**src/hdl/hsvr_pkg.sv**
```systemverilog
// shared widths, limits and hue sector codes for the hsv to rgb core
package hsvr_pkg;

  localparam int PIX_W  = 16;
  localparam int CHAN_W = 8;

  localparam logic [CHAN_W-1:0] CHAN_MAX = 8'd255;

  // color wheel sector that a scaled hue falls in
  typedef enum logic [2:0] {
    SEC_R_TO_Y = 3'd0,
    SEC_Y_TO_G = 3'd1,
    SEC_G_TO_C = 3'd2,
    SEC_C_TO_B = 3'd3,
    SEC_B_TO_M = 3'd4,
    SEC_M_TO_R = 3'd5
  } sector_t;

endpackage

```
**src/hdl/hsvr_if.sv**
```systemverilog
// valid/ready channel interfaces for hsv input items and rgb result items
interface hsvr_hsv_if;
  import hsvr_pkg::*;

  logic             valid;
  logic             ready;
  logic [PIX_W-1:0] hue;
  logic [PIX_W-1:0] saturation;
  logic [PIX_W-1:0] brightness;

  modport source (output valid, output hue, output saturation, output brightness,
                  input ready);
  modport sink   (input valid, input hue, input saturation, input brightness,
                  output ready);
endinterface

interface hsvr_rgb_if;
  import hsvr_pkg::*;

  logic              valid;
  logic              ready;
  logic [CHAN_W-1:0] red;
  logic [CHAN_W-1:0] green;
  logic [CHAN_W-1:0] blue;

  modport source (output valid, output red, output green, output blue, input ready);
  modport sink   (input valid, input red, input green, input blue, output ready);
endinterface

```
**src/hdl/hsvr_to8.sv**
```systemverilog
// scales a q.2*frac channel product by 255, rounds half up and saturates to 8 bits
module hsvr_to8 #(
  parameter int FRAC_BITS = 15
) (
  input  logic [2*FRAC_BITS+1:0]   prod,
  output logic [hsvr_pkg::CHAN_W-1:0] chan
);
  import hsvr_pkg::*;

  localparam int PW = 2 * FRAC_BITS + 2;
  localparam int SW = PW + 8;
  localparam int RW = SW - 2 * FRAC_BITS;
  localparam logic [SW-1:0] OUT_HALF = SW'(1) << (2 * FRAC_BITS - 1);

  logic [SW-1:0] scaled;
  logic [RW-1:0] rounded;

  // 255 * c as (c << 8) - c
  assign scaled  = {prod, 8'b0} - {8'b0, prod} + OUT_HALF;
  assign rounded = scaled[SW-1:2*FRAC_BITS];
  assign chan    = (rounded > RW'(CHAN_MAX)) ? CHAN_MAX : rounded[CHAN_W-1:0];

endmodule

```
**src/hdl/hsv_to_rgb_pixel_core.sv**
```systemverilog
// hsv to rgb pixel converter: five-stage pipeline, one pixel per clock when out_ch does not stall
//
// Use: in_ch carries hue, saturation and brightness as unsigned fractions
// with FRAC_BITS fraction bits (1 << FRAC_BITS is 1.0, larger values act as
// 1.0, a full-turn hue wraps to red). out_ch carries 8-bit red, green, blue.
// An item moves on a channel at a clock edge with valid and ready both high.
// Throughput: one pixel per cycle while out_ch does not stall, set by the
// five register stages (clamp and hue scale, s*f products, rounding and
// sector routing, v*factor products, scale by 255 and round), each holding
// one multiply rank at most. An accepted pixel passes through them in order
// and shows on out_ch from the last one until it is taken.
// Stalls: each stage advances when it is empty or the next one advances, so
// while out_ch is stalled the core still takes pixels into empty stages and
// drops in_ch.ready only once every stage is full. Nothing is lost or sent
// twice.
// Reset: rst_n low at a clock edge empties the pipeline; no other state.
module hsv_to_rgb_pixel_core #(
  parameter int FRAC_BITS = 15
) (
  input logic        clk,
  input logic        rst_n,
  hsvr_hsv_if.sink   in_ch,
  hsvr_rgb_if.source out_ch
);
  import hsvr_pkg::*;

  localparam int NSTG = 5;
  localparam int VW   = FRAC_BITS + 1;
  localparam int XW   = (VW > PIX_W) ? VW : PIX_W;
  localparam int PW   = 2 * VW;

  localparam logic [VW-1:0]   ONE_V   = VW'(1) << FRAC_BITS;
  localparam logic [XW-1:0]   ONE_X   = XW'(1) << FRAC_BITS;
  localparam logic [VW+1:0]   SIX_ONE = (VW + 2)'(6) << FRAC_BITS;
  localparam logic [PW:0]     HALF_P  = (PW + 1)'(1) << (FRAC_BITS - 1);
  localparam logic [VW+1:0]   ONE_R   = (VW + 2)'(1) << FRAC_BITS;

  function automatic logic [VW-1:0] clamp_one(input logic [PIX_W-1:0] x);
    logic [XW-1:0] xw;
    xw = XW'(x);
    return (xw > ONE_X) ? ONE_V : xw[VW-1:0];
  endfunction

  logic [NSTG-1:0] v_r;
  logic [NSTG-1:0] adv;

  // per-stage advance: a stage moves when empty or when its successor moves
  always_comb begin
    adv[NSTG-1] = !v_r[NSTG-1] || out_ch.ready;
    for (int k = NSTG - 2; k >= 0; k--) begin
      adv[k] = !v_r[k] || adv[k+1];
    end
  end

  assign in_ch.ready = adv[0];

  always_ff @(posedge clk) begin
    if (!rst_n) begin
      v_r <= '0;
    end else begin
      if (adv[0]) begin
        v_r[0] <= in_ch.valid;
      end
      for (int k = 1; k < NSTG; k++) begin
        if (adv[k]) begin
          v_r[k] <= v_r[k-1];
        end
      end
    end
  end

  // stage 1: clamp, hue times six, sector and fraction
  logic [VW-1:0]        hc, sc, vc;
  logic [VW+1:0]        h6, h6w;
  sector_t              sec1_r;
  logic [FRAC_BITS-1:0] f1_r;
  logic [VW-1:0]        s1_r, v1_r;

  assign hc  = clamp_one(in_ch.hue);
  assign sc  = clamp_one(in_ch.saturation);
  assign vc  = clamp_one(in_ch.brightness);
  assign h6  = {hc, 2'b00} + {1'b0, hc, 1'b0};
  // a full turn wraps back to the red sector
  assign h6w = (h6 >= SIX_ONE) ? '0 : h6;

  always_ff @(posedge clk) begin
    if (adv[0]) begin
      sec1_r <= sector_t'(h6w[VW+1:FRAC_BITS]);
      f1_r   <= h6w[FRAC_BITS-1:0];
      s1_r   <= sc;
      v1_r   <= vc;
    end
  end

  // stage 2: s*f and s*(1-f)
  logic [VW-1:0] omf;
  logic [PW-1:0] psf, psg;
  logic [PW-1:0] psf2_r, psg2_r;
  logic [VW-1:0] s2_r, v2_r;
  sector_t       sec2_r;

  assign omf = ONE_V - {1'b0, f1_r};
  assign psf = PW'(s1_r) * PW'({1'b0, f1_r});
  assign psg = PW'(s1_r) * PW'(omf);

  always_ff @(posedge clk) begin
    if (adv[1]) begin
      psf2_r <= psf;
      psg2_r <= psg;
      s2_r   <= s1_r;
      v2_r   <= v1_r;
      sec2_r <= sec1_r;
    end
  end

  // stage 3: round products, form factors, route by sector
  logic [PW:0]   sf_sum, sg_sum;
  logic [VW+1:0] sf_rnd, sg_rnd;
  logic [VW-1:0] sf_c, sg_c, fp, fq, ft;
  logic [VW-1:0] rf, gf, bf;
  logic [VW-1:0] rf3_r, gf3_r, bf3_r, v3_r;

  assign sf_sum = {1'b0, psf2_r} + HALF_P;
  assign sg_sum = {1'b0, psg2_r} + HALF_P;
  assign sf_rnd = sf_sum[PW:FRAC_BITS];
  assign sg_rnd = sg_sum[PW:FRAC_BITS];
  assign sf_c   = (sf_rnd > ONE_R) ? ONE_V : sf_rnd[VW-1:0];
  assign sg_c   = (sg_rnd > ONE_R) ? ONE_V : sg_rnd[VW-1:0];
  assign fp     = ONE_V - s2_r;
  assign fq     = ONE_V - sf_c;
  assign ft     = ONE_V - sg_c;

  always_comb begin
    unique case (sec2_r)
      SEC_R_TO_Y: begin rf = ONE_V; gf = ft;    bf = fp;    end
      SEC_Y_TO_G: begin rf = fq;    gf = ONE_V; bf = fp;    end
      SEC_G_TO_C: begin rf = fp;    gf = ONE_V; bf = ft;    end
      SEC_C_TO_B: begin rf = fp;    gf = fq;    bf = ONE_V; end
      SEC_B_TO_M: begin rf = ft;    gf = fp;    bf = ONE_V; end
      default:    begin rf = ONE_V; gf = fp;    bf = fq;    end
    endcase
  end

  always_ff @(posedge clk) begin
    if (adv[2]) begin
      rf3_r <= rf;
      gf3_r <= gf;
      bf3_r <= bf;
      v3_r  <= v2_r;
    end
  end

  // stage 4: brightness times each factor
  logic [PW-1:0] cr4_r, cg4_r, cb4_r;

  always_ff @(posedge clk) begin
    if (adv[3]) begin
      cr4_r <= PW'(v3_r) * PW'(rf3_r);
      cg4_r <= PW'(v3_r) * PW'(gf3_r);
      cb4_r <= PW'(v3_r) * PW'(bf3_r);
    end
  end

  // stage 5: scale to 8 bits into the output register
  logic [CHAN_W-1:0] r8, g8, b8;
  logic [CHAN_W-1:0] r5_r, g5_r, b5_r;

  hsvr_to8 #(.FRAC_BITS(FRAC_BITS)) u_to8_r (.prod(cr4_r), .chan(r8));
  hsvr_to8 #(.FRAC_BITS(FRAC_BITS)) u_to8_g (.prod(cg4_r), .chan(g8));
  hsvr_to8 #(.FRAC_BITS(FRAC_BITS)) u_to8_b (.prod(cb4_r), .chan(b8));

  always_ff @(posedge clk) begin
    if (adv[4]) begin
      r5_r <= r8;
      g5_r <= g8;
      b5_r <= b8;
    end
  end

  assign out_ch.valid = v_r[NSTG-1];
  assign out_ch.red   = r5_r;
  assign out_ch.green = g5_r;
  assign out_ch.blue  = b5_r;

  a_accept_fills: assert property (@(posedge clk) disable iff (!rst_n)
    (in_ch.valid && in_ch.ready) |=> v_r[0])
    else $error("accepted item did not reach the first stage");

  a_factor_range: assert property (@(posedge clk) disable iff (!rst_n)
    v_r[2] |-> (rf3_r <= ONE_V && gf3_r <= ONE_V && bf3_r <= ONE_V))
    else $error("channel factor above one");

  a_stall_holds: assert property (@(posedge clk) disable iff (!rst_n)
    (v_r[1] && !adv[2]) |=> (v_r[1] && $stable(psf2_r) && $stable(psg2_r)))
    else $error("stalled product stage changed");

  a_out_wait_full: assert property (@(posedge clk) disable iff (!rst_n)
    (!in_ch.ready) |-> (&v_r && !out_ch.ready))
    else $error("input stalled while the pipeline had room");

endmodule
```
**src/flat_wrapper.sv**
```systemverilog
// flat-port wrapper written by rule: the top's interface ports become plain ports
module hsv_to_rgb_pixel_core_flat import hsvr_pkg::*;
#(
  parameter int FRAC_BITS = 15
)
  (clk, rst_n, in_ch_valid, in_ch_hue, in_ch_saturation, in_ch_brightness, in_ch_ready, out_ch_valid, out_ch_red, out_ch_green, out_ch_blue, out_ch_ready);
  hsvr_hsv_if in_ch_i ();
  hsvr_rgb_if out_ch_i ();
  input logic clk;
  input logic rst_n;
  input wire logic [$bits(in_ch_i.valid)-1:0] in_ch_valid;
  input wire logic [$bits(in_ch_i.hue)-1:0] in_ch_hue;
  input wire logic [$bits(in_ch_i.saturation)-1:0] in_ch_saturation;
  input wire logic [$bits(in_ch_i.brightness)-1:0] in_ch_brightness;
  output wire logic [$bits(in_ch_i.ready)-1:0] in_ch_ready;
  output wire logic [$bits(out_ch_i.valid)-1:0] out_ch_valid;
  output wire logic [$bits(out_ch_i.red)-1:0] out_ch_red;
  output wire logic [$bits(out_ch_i.green)-1:0] out_ch_green;
  output wire logic [$bits(out_ch_i.blue)-1:0] out_ch_blue;
  input wire logic [$bits(out_ch_i.ready)-1:0] out_ch_ready;
  assign in_ch_i.valid = in_ch_valid;
  assign in_ch_i.hue = in_ch_hue;
  assign in_ch_i.saturation = in_ch_saturation;
  assign in_ch_i.brightness = in_ch_brightness;
  assign in_ch_ready = in_ch_i.ready;
  assign out_ch_valid = out_ch_i.valid;
  assign out_ch_red = out_ch_i.red;
  assign out_ch_green = out_ch_i.green;
  assign out_ch_blue = out_ch_i.blue;
  assign out_ch_i.ready = out_ch_ready;
  hsv_to_rgb_pixel_core #(.FRAC_BITS(FRAC_BITS)) u_core (.clk(clk), .rst_n(rst_n), .in_ch(in_ch_i), .out_ch(out_ch_i));
endmodule
```
**config.mk**
```make
export PLATFORM = sky130hd
export DESIGN_NAME = hsv_to_rgb_pixel_core_flat
export DESIGN_NICKNAME = d
export VERILOG_FILES = /design/src/hdl/hsvr_pkg.sv /design/src/hdl/hsvr_if.sv /design/src/hdl/hsvr_to8.sv /design/src/hdl/hsv_to_rgb_pixel_core.sv /design/src/flat_wrapper.sv
export SDC_FILE = /design/constraint.sdc
export NUM_CORES = 2
export LEC_CHECK = 0
export ABC_AREA = 1
export BUFFER_PORTS_ARGS = -buffer_cell sky130_fd_sc_hd__buf_4
export CAP_MARGIN = 25
export CORE_ASPECT_RATIO = 1.4
export CORE_MARGIN = 5
export CORE_UTILIZATION = 31
export CTS_CLUSTER_DIAMETER = 120
export CTS_CLUSTER_SIZE = 24
export DETAILED_ROUTE_END_ITERATION = 8
export HOLD_SLACK_MARGIN = 0.1
export SYNTH_ARGS = -nofsm -noshare
export SYNTH_HDL_FRONTEND = slang
export SYNTH_HIERARCHICAL = 1
export SYNTH_SLANG_ARGS = --single-unit
```
**constraint.sdc**
```tcl
create_clock -name clk -period 14.3 [get_ports clk]
set_input_delay 3.575 -clock clk [delete_from_list [all_inputs] [get_ports clk]]
set_output_delay 3.575 -clock clk [all_outputs]
set_load 0.03 [all_outputs]
```
==> flow_summary_export.csv <==
group,metric,value,unit
status,outcome,"finished, final reports clean",
routing,vias_per_cell,4.64,
sta,finalCriticalPeriod,10.22,ns
clock_tree,clk_pin_slew,0.09,ns
die,row_count,195,
grt,first_global_vias,52900,
power_and_ir_drop,p_int,0.00700,W
die,die_area,212000,um^2
sta,slew_viol_final,0,
power_and_ir_drop,leakagePower,36.7,nW
worst_setup_path,crit_top_cell,"buf_4",
clock_tree,hold_buffers,0,
clock_tree,root_buffer,"clkbuf_16",
cells_and_area,drive_gt1_share,3.76,%
die,core-area,202000,um^2
worst_setup_path,timing.rr.start,"u_core/f1_r[2]$_SDFFCE_PP0P_",
die,dieHeight,542,um
yosys,syn_area_per_cell,7.72,um^2
routing,ant_nets,0,
clock_tree,numCtsBuffers,22,
sta,min_period_over_period,71.5,%
sta,rsz0062_at_grt,"false",
sta,worst_pin_slew,1.03,ns
sta,setup_viol,0,
grt,overflow,0,
cells_and_area,nNetsFinal,9693,
yosys,ys_seq_area_share,14.7,%
worst_setup_path,worstPathRequired,10.72,ns
sta,setup_tns,0,ns
power_and_ir_drop,p_comb_share,81.9,%
clock_tree,clk_latency,0.61,ns
worst_setup_path,path_buf_inv,8,
routing,drt_wl_total,164,mm
routing,drcViolationCount,0,
place,hpwl,134,mm
clock_tree,clock_sinks,308,
place,gp_congestion,0.916,
power_and_ir_drop,ir_drop,225,uV
cells_and_area,fin_area,66800,um^2
place,io_buffers,77,
worst_setup_path,worstSetupStartpointType,"input pin",
run,drv_cap,0,
yosys,synth_nets,9812,
grt,grt_pass1_wl,269,mm
yosys,netlist_area,62800,um^2
die,initial_core_util,31.2,%
worst_hold_path,hp-start,"u_core/v2_r[5]$_DFFE_PP_",
clock_tree,htreeDepth,1,
cells_and_area,utilization,33.2,%
yosys,ys_types,57,
worst_hold_path,hold_path.class,"flop to flop",
worst_setup_path,rrSetupSlack,6.43,ns
power_and_ir_drop,power_density,241,nW/um^2
worst_setup_path,cp-startpoint,"out_ch_ready",
place,place_area,66000,um^2
die,die_x,390,um
worst_setup_path,crit_family,"buffers and inverters",
power_and_ir_drop,p_sw,0.00913,W
clock_tree,post_cts_resize_count,0,
clock_tree,post_cts_buffers,0,
worst_setup_path,slowest_delay,0.60,ns
worst_setup_path,crit_chain,"buf_4 > nor2_1 > clkinv_1 > buf_4 > nor2_1 > inv_4 > nor2_1 > inv_2 > buf_4 > nor2_1 > nand2_2 > buf_4 > buf_4",
grt,antenna_found_initial,1,
power_and_ir_drop,p_sw_share,56.6,%
yosys,synth_warnings,6,
worst_setup_path,critPathMaxFanout,66,
routing,wl_per_cell,15.3,um
worst_setup_path,crit_arrival,6.64,ns
power_and_ir_drop,power_frac_seq,13.7,%
sta,max_slew_margin,31.2,%
worst_setup_path,crit_slowest_cell,"buf_4",
sta,fmax,97.9,MHz
grt,grt_max_degree,71,
cells_and_area,syn_to_final_growth,6.44,%
yosys,yosys_register_bits,308,
worst_setup_path,cp-end-kind,"primary output",
yosys,netlist_instances,8130,
sta,timing.hold.ws,0.424,ns
sta,setup_slack,4.08,ns
grt,grt_usage,15.5,%
routing,drt_iter0_drc,2509,
place,dpl_worst_slack,3.92,ns
clock_tree,cts_tree,"yes",
clock_tree,cts.path.max_buffers,3,
die,io_pins,78,
sta,fin_worst_skew,0.0259,ns
routing,vias,49600,
routing,drtPass1Iterations,5,
worst_setup_path,crit_type,"input pin to primary output",
power_and_ir_drop,clkPwrFrac,4.4,%
sta,hold_violations,0,
[power by group through the flow]
| stage | clock, W | sequential [W] | combinational (W) |
|---|---|---|---|
| finish | 0.000716 | 0.00221 | 0.0132 |
| global route | 0.000786 | 0.00225 | 0.0153 |
| CTS | 0.000752 | 0.00221 | 0.0133 |
| detailed placement | 0 | 0.00223 | 0.0132 |
| global placement | 0 | 0.00222 | 0.0131 |
| floorplan | 0 | 0.00186 | 0.0102 |
[synth_stat cells (all sizes together)]
master / number / area share [%]
nand2: 2211 / 13
inv: 2107 / 13
fa: 928 / 30
ha: 702 / 14
nor2: 512 / 3.4
edfxtp: 303 / 14
nand3: 288 / 2.3
clkbuf: 247 / 1.5
a21oi: 246 / 2.0
o21ai: 115 / 0.92
xor2: 97 / 1.4
nand4: 72 / 0.75
xnor2: 68 / 0.95
o21bai: 42 / 0.50
nor3: 27 / 0.22
buf: 22 / 0.18
nor4: 19 / 0.25
a21o: 16 / 0.19
o211ai: 14 / 0.17
a21boi: 11 / 0.13
a31oi: 11 / 0.11
nand3b: 11 / 0.13
o31ai: 9 / 0.12
o221ai: 8 / 0.11
and2: 7 / 0.082
dfxtp: 5 / 0.16
o21a: 5 / 0.060
o41ai: 5 / 0.070
a211oi: 4 / 0.048
clkinv: 4 / 0.024
or2: 4 / 0.040
o2111ai: 3 / 0.042
a221oi: 2 / 0.028
a31o: 2 / 0.028
and3: 1 / 0.010
o221a: 1 / 0.018
or3: 1 / 0.010
[registers in the layout (all words and copies together) (netlist names), 14 cells and up]
signal and count:
u_core/bf3_r 16, u_core/cb4_r 32, u_core/cg4_r 32, u_core/cr4_r 32, u_core/f1_r 14, u_core/gf3_r 16, u_core/psf2_r 17, u_core/psg2_r 18
u_core/rf3_r 16, u_core/s1_r 16, u_core/s2_r 16, u_core/v1_r 16, u_core/v2_r 16, u_core/v3_r 16
[cell usage in the layout (no fill, tap or decap), types with 4 or more instances in the layout]
cell       synthesis  routed
o21bai_1          42      42
clkinv_1           4       5
inv_2             11      13
a211oi_1           4       4
nor4_1            16      16
nand2_1         2165    2164
clkbuf_1         247       4
o21ai_0          102     102
o21a_1             5       5
dfxtp_1            5       5
xnor2_1           68      68
nand3_1          286     286
o21ai_1           12      12
nor3_1            26      26
a21oi_1          243     243
nor2_4            18      18
edfxtp_1         303     303
fa_1             928     928
clkbuf_16          0      22
buf_4              3     124
and2_1             4       4
ha_1             702     702
o41ai_1            5       5
a21boi_0          11      11
o211ai_1          14      14
nand3b_1          11      11
nand2_2           43      44
o31ai_1            8       8
nor2_1           457     457
a21o_1            16      16
nand4_1           69      69
xor2_1            96      96
a31oi_1           11      11
clkinv_8           0       5
nor2_2            37      37
o221ai_1           8       8
inv_1           2096    2092
[metrics by stage]
step           total power, W  instances
2_1_floorplan          0.0121       8130
3_3_place_gp           0.0153      10600
3_5_place_dp           0.0154      10600
4_1_cts                0.0163      10700
5_1_grt                0.0183      10700
6_report               0.0161      10700
[cell families (layout without fill, tap and decap cells)]
group / after synthesis / in the layout / share of synthesized area (%)
xor gates and xnor gates: 165 / 165 / 2.31
and+or+nand+nor: 3153 / 3153 / 20.7
other: 0 / 1 / 0
AOI/OAI and AO/OA: 494 / 494 / 4.52
adders and majority gates: 1630 / 1630 / 43.6
buffers and inverters: 2380 / 2277 / 14.3
DFF: 308 / 308 / 14.7
[worst paths after layout]
kind | to | cells after the start
min | u_core/v3_r[5]$_DFFE_PP_ | 0
min reg2reg | u_core/v3_r[5]$_DFFE_PP_ | 0
max reg2reg | u_core/psg2_r[28]$_DFFE_PP_ | 28
max | in_ch_ready | 13
[area by class of cell]
class                   count  area [um^2]
fillers                 21400       135000
multi-input cells        5442        44600
flip-flops and latches    308         9200
inverters                2111         7930
well taps                2659         3330
repair buffers            126          947
clock buffers              26          566
clock inverters            14          240
diodes                      1         2.50
[routing by layer]
metal	global-route usage (%)	share of wire [%]	vias up
met5	0	0	-
met4	5.83	4.1	0
met3	1.46	4.5	361
met2	29.2	52	1230
met1	18.1	40	24000
li1	-	-	24000
Power figures use the tool's default switching activity.
